===== config.mk =====
export PLATFORM = sky130hd
export DESIGN_NAME = bitmap_run_allocator
export DESIGN_NICKNAME = d
export VERILOG_FILES = /design/src/rtl/bra_pkg.sv /design/src/rtl/bra_ram.sv /design/src/rtl/bra_ctrl.sv /design/src/rtl/bra_dpath.sv /design/src/rtl/bitmap_run_allocator.sv
export SDC_FILE = /design/constraint.sdc
export NUM_CORES = 2
export LEC_CHECK = 0
export BUFFER_PORTS_ARGS = -buffer_cell sky130_fd_sc_hd__buf_2
export CAP_MARGIN = 20
export CORE_ASPECT_RATIO = 0.5
export CORE_MARGIN = 2
export CORE_UTILIZATION = 50
export CTS_CLUSTER_SIZE = 16
export DETAILED_ROUTE_END_ITERATION = 10
export GPL_ROUTABILITY_DRIVEN = 0
export GPL_TIMING_DRIVEN = 0
export PLACE_DENSITY = 0.77
export REMOVE_ABC_BUFFERS = 1
export SLEW_MARGIN = 20
export SYNTH_ARGS = -nofsm -noshare
export SYNTH_HDL_FRONTEND = slang
export SYNTH_SLANG_ARGS = --single-unit

===== constraint.sdc =====
create_clock -name aclk -period 7.9 [get_ports aclk]
set_input_delay 1.58 -clock aclk [delete_from_list [all_inputs] [get_ports aclk]]
set_output_delay 1.58 -clock aclk [all_outputs]
set_load 0.01 [all_outputs]

===== src/rtl/bra_pkg.sv =====
// Shared types and constants for the bitmap run allocator.
`default_nettype none

package bra_pkg;

    localparam int CMD_W     = 3;
    localparam int IDX_W     = 10;
    localparam int LEN_W     = 11;
    localparam int ST_W      = 2;
    localparam int BYTE_W    = 8;
    localparam int BIT_SEL_W = 3;
    localparam int CFG_W     = 8;
    localparam int PTR_W     = 8;    // byte pointer, holds 0..SPAN_BYTES
    localparam int SPAN_BYTES = 128; // bytes reachable by a 10-bit index

    localparam logic [CFG_W-1:0]  CFG_RESET = 8'd128;
    localparam logic [BYTE_W-1:0] LSB_MASK  = 8'h01;

    typedef enum logic [CMD_W-1:0] {
        CMD_TEST    = 3'd0,
        CMD_SET     = 3'd1,
        CMD_CLR     = 3'd2,
        CMD_SEARCH  = 3'd3,
        CMD_CLR_ALL = 3'd4
    } cmd_t;

    localparam logic [ST_W-1:0] STAT_OK       = 2'd0;
    localparam logic [ST_W-1:0] STAT_RANGE    = 2'd1;
    localparam logic [ST_W-1:0] STAT_NOT_FOUND = 2'd2;

    // controller -> datapath
    typedef struct packed {
        logic             item_load;
        logic             rd_byte;
        logic             bit_we;
        logic             search_init;
        logic             search_en;
        logic             sweep_we;
        logic             res_load;
        logic [ST_W-1:0]  res_status;
        logic             res_take_bit;
        logic             res_take_start;
        logic             out_load;
    } ctl_cmd_t;

    // datapath -> controller
    typedef struct packed {
        logic [CMD_W-1:0] cmd;
        logic             oor;
        logic             area_empty;
        logic             hit;
        logic             search_end;
        logic             sweep_last;
        logic             out_free;
    } ctl_stat_t;

endpackage

`default_nettype wire


===== src/rtl/bra_ram.sv =====
// Generic single-port-write, single-port-read RAM with registered read data.
`default_nettype none

module bra_ram #(
    parameter int WIDTH = 8,
    parameter int DEPTH = 128,
    localparam int AW = (DEPTH > 1) ? $clog2(DEPTH) : 1
) (
    input  wire logic             aclk,
    input  wire logic             we,
    input  wire logic [AW-1:0]    waddr,
    input  wire logic [WIDTH-1:0] wdata,
    input  wire logic             re,
    input  wire logic [AW-1:0]    raddr,
    output logic      [WIDTH-1:0] rdata
);

    logic [WIDTH-1:0] mem [DEPTH];

    always_ff @(posedge aclk) begin
        if (we) begin
            mem[waddr] <= wdata;
        end
        if (re) begin
            rdata <= mem[raddr];
        end
    end

endmodule

`default_nettype wire


===== src/rtl/bra_ctrl.sv =====
// Command sequencer for the bitmap run allocator.
`default_nettype none

module bra_ctrl
    import bra_pkg::*;
(
    input  wire logic      aclk,
    input  wire logic      aresetn,
    input  wire logic      s_valid,
    output logic           s_ready,
    input  wire ctl_stat_t st,
    output ctl_cmd_t       ctl
);

    typedef enum logic [2:0] {
        S_INIT,
        S_IDLE,
        S_DISPATCH,
        S_RMW,
        S_SEARCH,
        S_WIPE,
        S_DONE
    } state_t;

    state_t state_reg, state_next;

    always_ff @(posedge aclk) begin
        if (!aresetn) begin
            state_reg <= S_INIT;
        end else begin
            state_reg <= state_next;
        end
    end

    assign s_ready = (state_reg == S_IDLE);

    always_comb begin
        state_next = state_reg;
        ctl        = '0;
        ctl.res_status = STAT_OK;
        case (state_reg)
            S_INIT: begin
                ctl.sweep_we = 1'b1;
                if (st.sweep_last) begin
                    state_next = S_IDLE;
                end
            end
            S_IDLE: begin
                if (s_valid) begin
                    ctl.item_load = 1'b1;
                    state_next    = S_DISPATCH;
                end
            end
            S_DISPATCH: begin
                case (st.cmd)
                    CMD_TEST, CMD_SET, CMD_CLR: begin
                        if (st.oor) begin
                            ctl.res_load   = 1'b1;
                            ctl.res_status = STAT_RANGE;
                            state_next     = S_DONE;
                        end else begin
                            ctl.rd_byte = 1'b1;
                            state_next  = S_RMW;
                        end
                    end
                    CMD_SEARCH: begin
                        if (st.area_empty) begin
                            ctl.res_load   = 1'b1;
                            ctl.res_status = STAT_NOT_FOUND;
                            state_next     = S_DONE;
                        end else begin
                            ctl.search_init = 1'b1;
                            state_next      = S_SEARCH;
                        end
                    end
                    CMD_CLR_ALL: begin
                        state_next = S_WIPE;
                    end
                    default: begin
                        // unused codes: no operation
                        ctl.res_load = 1'b1;
                        state_next   = S_DONE;
                    end
                endcase
            end
            S_RMW: begin
                ctl.bit_we       = (st.cmd inside {CMD_SET, CMD_CLR});
                ctl.res_load     = 1'b1;
                ctl.res_take_bit = (st.cmd == CMD_TEST);
                state_next       = S_DONE;
            end
            S_SEARCH: begin
                ctl.search_en = 1'b1;
                if (st.hit) begin
                    ctl.res_load       = 1'b1;
                    ctl.res_take_start = 1'b1;
                    state_next         = S_DONE;
                end else if (st.search_end) begin
                    ctl.res_load   = 1'b1;
                    ctl.res_status = STAT_NOT_FOUND;
                    state_next     = S_DONE;
                end
            end
            S_WIPE: begin
                ctl.sweep_we = 1'b1;
                if (st.sweep_last) begin
                    ctl.res_load = 1'b1;
                    state_next   = S_DONE;
                end
            end
            S_DONE: begin
                if (st.out_free) begin
                    ctl.out_load = 1'b1;
                    state_next   = S_IDLE;
                end
            end
            default: begin
                state_next = S_IDLE;
            end
        endcase
    end

endmodule

`default_nettype wire


===== src/rtl/bra_dpath.sv =====
// Datapath: bitmap memory, command registers, run scanner and result registers.
`default_nettype none

module bra_dpath
    import bra_pkg::*;
#(
    parameter int MAX_BYTES = 128
) (
    input  wire logic             aclk,
    input  wire logic             aresetn,
    input  wire logic             cfg_valid,
    input  wire logic [CFG_W-1:0] cfg_data,
    input  wire logic [CMD_W-1:0] s_cmd,
    input  wire logic [IDX_W-1:0] s_bit_index,
    input  wire logic [LEN_W-1:0] s_run_length,
    input  wire ctl_cmd_t         ctl,
    output ctl_stat_t             st,
    output logic                  m_valid,
    input  wire logic             m_ready,
    output logic [ST_W-1:0]       m_status,
    output logic [IDX_W-1:0]      m_start_index,
    output logic                  m_bit_value
);

    localparam int AW       = (MAX_BYTES > 1) ? $clog2(MAX_BYTES) : 1;
    localparam int AREA_MAX = (MAX_BYTES < SPAN_BYTES) ? MAX_BYTES : SPAN_BYTES;

    logic [CFG_W-1:0]  cfg_bytes_reg;
    logic [CMD_W-1:0]  cmd_reg;
    logic [IDX_W-1:0]  idx_reg;
    logic [LEN_W-1:0]  len_reg;
    logic [AW-1:0]     sweep_cnt_reg;
    logic [PTR_W-1:0]  rd_ptr_reg;
    logic [PTR_W-1:0]  data_ptr_reg;
    logic              data_valid_reg;
    logic [LEN_W-1:0]  run_reg;
    logic [ST_W-1:0]   res_status_reg;
    logic [IDX_W-1:0]  res_start_reg;
    logic              res_bit_reg;
    logic              m_valid_reg;
    logic [ST_W-1:0]   m_status_reg;
    logic [IDX_W-1:0]  m_start_reg;
    logic              m_bit_reg;

    logic [PTR_W-1:0]  area_bytes;
    logic [PTR_W-1:0]  idx_byte;
    logic              sweep_last;
    logic              search_issue;
    logic              ram_we;
    logic [AW-1:0]     ram_waddr;
    logic [BYTE_W-1:0] ram_wdata;
    logic              ram_re;
    logic [AW-1:0]     ram_raddr;
    logic [BYTE_W-1:0] ram_rdata;
    logic [BYTE_W-1:0] bit_mask;
    logic [BYTE_W-1:0] rmw_byte;
    logic [LEN_W-1:0]  scan_run;
    logic              scan_hit;
    logic [BIT_SEL_W-1:0] scan_bit;
    logic [IDX_W-1:0]  hit_pos;
    logic [LEN_W-1:0]  start_calc;

    // area in use, saturated to the storage and to the index span
    always_comb begin
        if (cfg_bytes_reg > CFG_W'(AREA_MAX)) begin
            area_bytes = PTR_W'(AREA_MAX);
        end else begin
            area_bytes = PTR_W'(cfg_bytes_reg);
        end
    end

    assign idx_byte   = PTR_W'(idx_reg[IDX_W-1:BIT_SEL_W]);
    assign sweep_last = (sweep_cnt_reg == AW'(MAX_BYTES - 1));
    assign search_issue = ctl.search_en && (rd_ptr_reg < area_bytes);

    assign bit_mask = LSB_MASK << idx_reg[BIT_SEL_W-1:0];
    assign rmw_byte = (cmd_reg == CMD_SET) ? (ram_rdata | bit_mask)
                                           : (ram_rdata & ~bit_mask);

    assign ram_we    = ctl.sweep_we || ctl.bit_we;
    assign ram_waddr = ctl.sweep_we ? sweep_cnt_reg : AW'(idx_byte);
    assign ram_wdata = ctl.sweep_we ? '0 : rmw_byte;
    assign ram_re    = ctl.rd_byte || search_issue;
    assign ram_raddr = ctl.search_en ? AW'(rd_ptr_reg) : AW'(idx_byte);

    bra_ram #(
        .WIDTH (BYTE_W),
        .DEPTH (MAX_BYTES)
    ) u_ram (
        .aclk  (aclk),
        .we    (ram_we),
        .waddr (ram_waddr),
        .wdata (ram_wdata),
        .re    (ram_re),
        .raddr (ram_raddr),
        .rdata (ram_rdata)
    );

    // run scan across one byte, lowest bit first
    always_comb begin
        scan_run = run_reg;
        scan_hit = 1'b0;
        scan_bit = '0;
        for (int j = 0; j < BYTE_W; j++) begin
            if (ram_rdata[j]) begin
                scan_run = '0;
            end else begin
                scan_run = scan_run + LEN_W'(1);
            end
            if (!scan_hit && !ram_rdata[j] && (scan_run >= len_reg)) begin
                scan_hit = 1'b1;
                scan_bit = BIT_SEL_W'(j);
            end
        end
    end

    assign hit_pos    = {data_ptr_reg[PTR_W-2:0], scan_bit};
    assign start_calc = LEN_W'(hit_pos) + LEN_W'(1) - len_reg;

    always_comb begin
        st            = '0;
        st.cmd        = cmd_reg;
        st.oor        = (idx_byte >= area_bytes);
        st.area_empty = (area_bytes == '0);
        st.hit        = data_valid_reg && scan_hit;
        st.search_end = data_valid_reg && (data_ptr_reg == area_bytes - PTR_W'(1));
        st.sweep_last = sweep_last;
        st.out_free   = !m_valid_reg || m_ready;
    end

    // control registers
    always_ff @(posedge aclk) begin
        if (!aresetn) begin
            cfg_bytes_reg  <= CFG_RESET;
            sweep_cnt_reg  <= '0;
            rd_ptr_reg     <= '0;
            data_valid_reg <= 1'b0;
            m_valid_reg    <= 1'b0;
        end else begin
            if (cfg_valid) begin
                cfg_bytes_reg <= cfg_data;
            end
            if (ctl.sweep_we) begin
                sweep_cnt_reg <= sweep_last ? '0 : sweep_cnt_reg + AW'(1);
            end
            if (ctl.search_init) begin
                rd_ptr_reg <= '0;
            end else if (search_issue) begin
                rd_ptr_reg <= rd_ptr_reg + PTR_W'(1);
            end
            data_valid_reg <= search_issue;
            if (ctl.out_load) begin
                m_valid_reg <= 1'b1;
            end else if (m_ready) begin
                m_valid_reg <= 1'b0;
            end
        end
    end

    // payload registers
    always_ff @(posedge aclk) begin
        if (ctl.item_load) begin
            cmd_reg <= s_cmd;
            idx_reg <= s_bit_index;
            len_reg <= (s_run_length == '0) ? LEN_W'(1) : s_run_length;
        end
        data_ptr_reg <= rd_ptr_reg;
        if (ctl.search_init) begin
            run_reg <= '0;
        end else if (ctl.search_en && data_valid_reg) begin
            run_reg <= scan_run;
        end
        if (ctl.res_load) begin
            res_status_reg <= ctl.res_status;
            res_start_reg  <= ctl.res_take_start ? start_calc[IDX_W-1:0] : '0;
            res_bit_reg    <= ctl.res_take_bit ? ram_rdata[idx_reg[BIT_SEL_W-1:0]] : 1'b0;
        end
        if (ctl.out_load) begin
            m_status_reg <= res_status_reg;
            m_start_reg  <= res_start_reg;
            m_bit_reg    <= res_bit_reg;
        end
    end

    assign m_valid       = m_valid_reg;
    assign m_status      = m_status_reg;
    assign m_start_index = m_start_reg;
    assign m_bit_value   = m_bit_reg;

endmodule

`default_nettype wire


===== src/rtl/bitmap_run_allocator.sv =====
// Top level of the first-fit bitmap run allocator.
`default_nettype none

// Keeps one allocation bit per block (set = taken) in a byte-wide RAM of
// MAX_BYTES entries and runs one command item at a time: test, set or clear
// a bit, clear the whole bitmap, or find the lowest start of a free run of
// run_length bits (first fit, nothing is marked). Only the first
// bytes_in_use bytes (saturated to MAX_BYTES and to 128) are in use; a run
// must end inside that area. Steps, from the accept to the result being
// loaded into the output register: test/set/clear go through dispatch,
// byte read and read-modify-write; an out-of-range index or an unused
// command code ends at dispatch; a search goes through dispatch and then
// scans the bytes, one byte per cycle through the single RAM read port,
// ending at a hit or at the last byte of the saturated area (at dispatch
// when the area is empty), and clear all makes one RAM write per entry.
// After reset the block clears every RAM entry with s_ready low. The
// result sits in an output register, so a new item is taken while the
// previous result still waits for m_ready.
// bytes_in_use is written through the cfg channel, which is always ready;
// write it only while the block is idle.

module bitmap_run_allocator
    import bra_pkg::*;
#(
    parameter int MAX_BYTES = 128
) (
    input  wire logic             aclk,
    input  wire logic             aresetn,
    // configuration: bytes_in_use
    input  wire logic             cfg_valid,
    output logic                  cfg_ready,
    input  wire logic [CFG_W-1:0] cfg_data,
    // command items
    input  wire logic             s_valid,
    output logic                  s_ready,
    input  wire logic [CMD_W-1:0] s_cmd,
    input  wire logic [IDX_W-1:0] s_bit_index,
    input  wire logic [LEN_W-1:0] s_run_length,
    // result items
    output logic                  m_valid,
    input  wire logic             m_ready,
    output logic [ST_W-1:0]       m_status,
    output logic [IDX_W-1:0]      m_start_index,
    output logic                  m_bit_value
);

    ctl_cmd_t  ctl;
    ctl_stat_t st;

    assign cfg_ready = 1'b1;

    bra_ctrl u_ctrl (
        .aclk    (aclk),
        .aresetn (aresetn),
        .s_valid (s_valid),
        .s_ready (s_ready),
        .st      (st),
        .ctl     (ctl)
    );

    bra_dpath #(
        .MAX_BYTES (MAX_BYTES)
    ) u_dpath (
        .aclk          (aclk),
        .aresetn       (aresetn),
        .cfg_valid     (cfg_valid),
        .cfg_data      (cfg_data),
        .s_cmd         (s_cmd),
        .s_bit_index   (s_bit_index),
        .s_run_length  (s_run_length),
        .ctl           (ctl),
        .st            (st),
        .m_valid       (m_valid),
        .m_ready       (m_ready),
        .m_status      (m_status),
        .m_start_index (m_start_index),
        .m_bit_value   (m_bit_value)
    );

    // one item in flight: ready drops right after an accept
    a_one_in_flight: assert property (@(posedge aclk) disable iff (!aresetn)
        s_valid && s_ready |=> !s_ready)
        else $error("item accepted while another is in progress");

    // a start index is only reported with an ok status
    a_start_only_ok: assert property (@(posedge aclk) disable iff (!aresetn)
        m_valid && (m_status != STAT_OK) |-> (m_start_index == '0))
        else $error("start index set on a failing result");

    // a set bit value only comes from a successful test
    a_bit_only_ok: assert property (@(posedge aclk) disable iff (!aresetn)
        m_valid && m_bit_value |-> (m_status == STAT_OK))
        else $error("bit value set on a failing result");

    // a write-back never coincides with the clearing sweep
    a_no_write_clash: assert property (@(posedge aclk) disable iff (!aresetn)
        !(ctl.bit_we && ctl.sweep_we))
        else $error("bit write during clear sweep");

endmodule

`default_nettype wire

==> PnR_summary.wiki <==
{| class="wikitable"
! Metric !! Value
|-
| H-tree Lvls || 3
|-
| Slew of the pin with the lowest slew margin || 1150 ps
|-
| Syn Std Cell Area || 51,200 sq um
|-
| Placed cell areas || 54,900 sq um
|-
| Power density relative to cell area || 195 nW/um^2
|-
| Routed vias/inst || 6.44
|-
| Crit Path Class || reg -> reg
|-
| Global-route wire length before repair || 203 mm
|-
| Placed wire-length estimate || 86.0 mm
|-
| Number of global-route vias before repair || 34,900
|-
| Placed Cells || 5,331
|-
| Sequential element share of the synthesized area || 65.3%
|-
| Async set-reset flop share out of synthesis || 0%
|-
| Number of synthesized flops with an enable pin || 1,082
|-
| Kind of capture point of the worst setup path || flip-flop
|-
| Post-Synthesis Mean Instance Area || 12.4 sq um
|-
| Switching Share || 19.9%
|-
| CP max stage cell || a2111o_4
|-
| Buffer type at the clock tree root || clkbuf_16
|-
| NetSw || 2.29 mW
|-
| Accumulated negative setup slack || 0 ps
|-
| DRC Markers || 0
|-
| Library cell with the highest instance count after synthesis || edfxtp_1
|-
| Internal cell power || 9.23 mW
|-
| Nets || 4,306
|-
| Total Power || 11.5 mW
|-
| Syn. warnings || 0
|-
| Max incr delay on CP || 490 ps
|-
| Final Skew || 65.1 ps
|-
| Synthesis-to-layout area growth || 15.5%
|-
| Tmin final || 7860 ps
|-
| Number of clock sinks || 1,129
|-
| Synth Flop Type || edfxtp_1
|-
| Cts bufs inserted || 101
|-
| Maximum frequency from static timing analysis || 0.127 GHz
|-
| Startpoint kind of the worst setup timing path || flip-flop
|-
| Count of routing violations after the opening detailed-route iteration || 4,943
|-
| Number of flip-flops under the largest register name || 1,024
|-
| Share of the synthesized area in the top cell type || 63.4%
|-
| Largest fanout on the critical path || 6
|-
| Pin count of the biggest net entering global routing || 80
|-
| Gate power share || 0.8%
|-
| Final global-route overflow total || 0
|-
| WP data required || 8310 ps
|-
| Number of synthesized register bits || 1,129
|-
| Final Instance Area || 59,100 sq um
|-
| Core area || 101,000 sq um
|-
| Total inserted antenna cells || 0
|-
| Number of antenna-violating nets in the routed design || 0
|-
| Pre-antenna DRT Iters || 10
|-
| Max-capacitance violation count || 0
|-
| Port Buf Inserts || 51
|-
| Height of the chip || 230 microns
|-
| Count of mapped cells out of synthesis || 4,122
|-
| Clock-pin transition on the worst setup and hold timing paths || 70 ps
|-
| Outcome || complete, no violations
|-
| Part of the cycle the worst path needs || 99.5%
|-
| Top area cells in the synthesized netlist || edfxtp_1 (63%), a211oi_1 (5.7%), nand2_1 (4.4%), ha_1 (3.1%), and2_1 (2.8%)
|-
| Most area-hungry cell type in the Yosys netlist || edfxtp_1
|-
| FF-to-FF setup slack || 40 ps
|-
| Netlist cell types || 83
|-
| Initial standard-cell utilization of the core || 50.8%
|-
| Area of the die || 105,000 sq um
|-
| Commonest cells in the netlist || edfxtp_1 (1,082), nand2_1 (598), a211oi_1 (387), clkbuf_1 (276), nor2_1 (238)
|-
| Number of antenna violations at the first check in global routing || 1
|-
| Hold Violations, Final || 0
|-
| Headroom to the max-slew limit || 21.9%
|-
| Leakage dissipation || 18.5 nW
|-
| RSZ-0062 raised after global routing || yes
|-
| Post-cts hold buffer count || 0
|-
| Insertion delay to the later sink of the worst-skew pair || 710 ps
|-
| Arrival time worst endpoint || 8270 ps
|-
| Fraction of final layout cells with drive strength greater than 1 || 12.3%
|-
| I/O pin cnt || 53
|-
| DR WL/cell || 24.1 microns
|-
| Via count || 35,900
|-
| Worst min-delay path class || reg -> reg
|-
| Overall global routing resource usage || 24.7%
|-
| Max-slew violation total from the final report || 0
|-
| Clk buf depth || 3
|-
| Final Setup Violations || 0
|-
| Standard-cell rows || 82
|-
| Share of total power in sequential cells || 56.3%
|-
| Worst-case vdd ir drop || 0.162 mV
|-
| Clock share of power || 42.9%
|-
| Final Routed Wirelength || 134 mm
|-
| Die width || 457 microns
|-
| TritonCTS clock tree || yes
|-
| Number of standard cells in the layout, taps in and fillers out || 5,576
|}
==> final timing paths <==
kind / end / start / depth (start not counted)
hold reg to reg: u_dpath.data_ptr_reg[7] / u_dpath.rd_ptr_reg[7] / 0
hold / removal: u_dpath.data_ptr_reg[7] / u_dpath.rd_ptr_reg[7] / 0
setup reg to reg: u_dpath.res_start_reg[9] / u_dpath.run_reg[1] / 39
setup / recovery: u_dpath.res_start_reg[9] / u_dpath.run_reg[1] / 39
==> worst max-delay path: cells and delay by family (launching register included) <==
| kind | cells | cell delay, ps |
|---|---|---|
| mux | 1 | 330 |
| buf+inv | 4 | 320 |
| fa+ha+maj | 6 | 1550 |
| xor+xnor | 3 | 490 |
| simple gates | 14 | 2540 |
| compound gates | 11 | 2030 |
| flops | 1 | 360 |
==> power by group through the flow <==
stage | logic [mW] | clock network (mW) | registers [mW]
final | 0.0967 | 4.94 | 6.48
after global routing | 0.102 | 5.20 | 6.48
after CTS | 0.0933 | 4.96 | 6.48
after detailed placement | 0.0926 | 0 | 6.61
after global placement | 0.0868 | 0 | 6.61
after floorplan | 0.0426 | 0 | 6.61
==> cell families (layout without fill, tap and decap cells) <==
logic type	count (synthesis)	after routing	share of synthesized area, %
flip-flops	1129	1129	65.3
other	1	1	0.00732
AO/OA/AOI/OAI	1045	1045	14.6
adder cells (fa/ha/maj)	126	126	3.09
XOR/XNOR	61	61	1.07
multiplexers	32	32	0.696
AND/OR/NAND/NOR	1369	1370	12.6
buffers and inverters	359	468	2.66
==> layer usage <==
layer | global-route usage, % | part of all wire [%]
met1 | 32.7 | 38
met4 | 10.2 | 4.3
met5 | 0 | 0.0089
met2 | 40.4 | 47
met3 | 4.59 | 10
==> cells in the final DEF, fill, tap and decap left out, types with 10 or more instances in the layout <==
cell	instances
edfxtp_1	1082
nand2_1	595
a211oi_1	383
and2_1	228
nor2_1	223
a21oi_1	171
a31oi_1	143
a311oi_1	129
ha_1	122
clkbuf_16	102
buf_16	77
o21a_1	70
inv_1	56
buf_2	51
buf_4	51
dfxtp_1	43
and2_0	39
nand4_1	38
xnor2_1	37
nor3_1	36
o21ai_0	30
clkbuf_1	28
nand3_1	26
nor2b_1	22
clkinv_1	22
or2_2	21
a21o_1	20
buf_12	20
nand2b_1	19
or3_1	18
clkinv_2	18
xor2_1	17
mux2i_1	16
o211ai_1	13
buf_8	13
and3_1	11
bufinv_16	10
==> repair_timing <==
item                                    CTS  global route
pin swaps                                16            41
endpoints found under the setup margin   21            18
resized for setup                        59            51
gates cloned                              0             1
buffers inserted                         21            31
==> layout make-up <==
class	count	area (sq um)
multi-input combinational	2635	17100
sequential	1129	33400
tap	1344	1680
inverter	64	245
clock inverter	62	649
clock buffer	130	2660
fill	7213	41700
timing repair buffer	212	3350
==> per-stage QoR <==
stage          utilization (%)  hold WS [ps]  setup slack [ps]
2_1_floorplan                -           360            -14530
3_3_place_gp              51.6           378            -30540
3_5_place_dp              54.4           379             -1330
4_1_cts                   58.2           397              5.84
5_1_grt                   58.6           403              -329
6_report                  58.6           400              37.8
(Power assumes the default switching activity.)
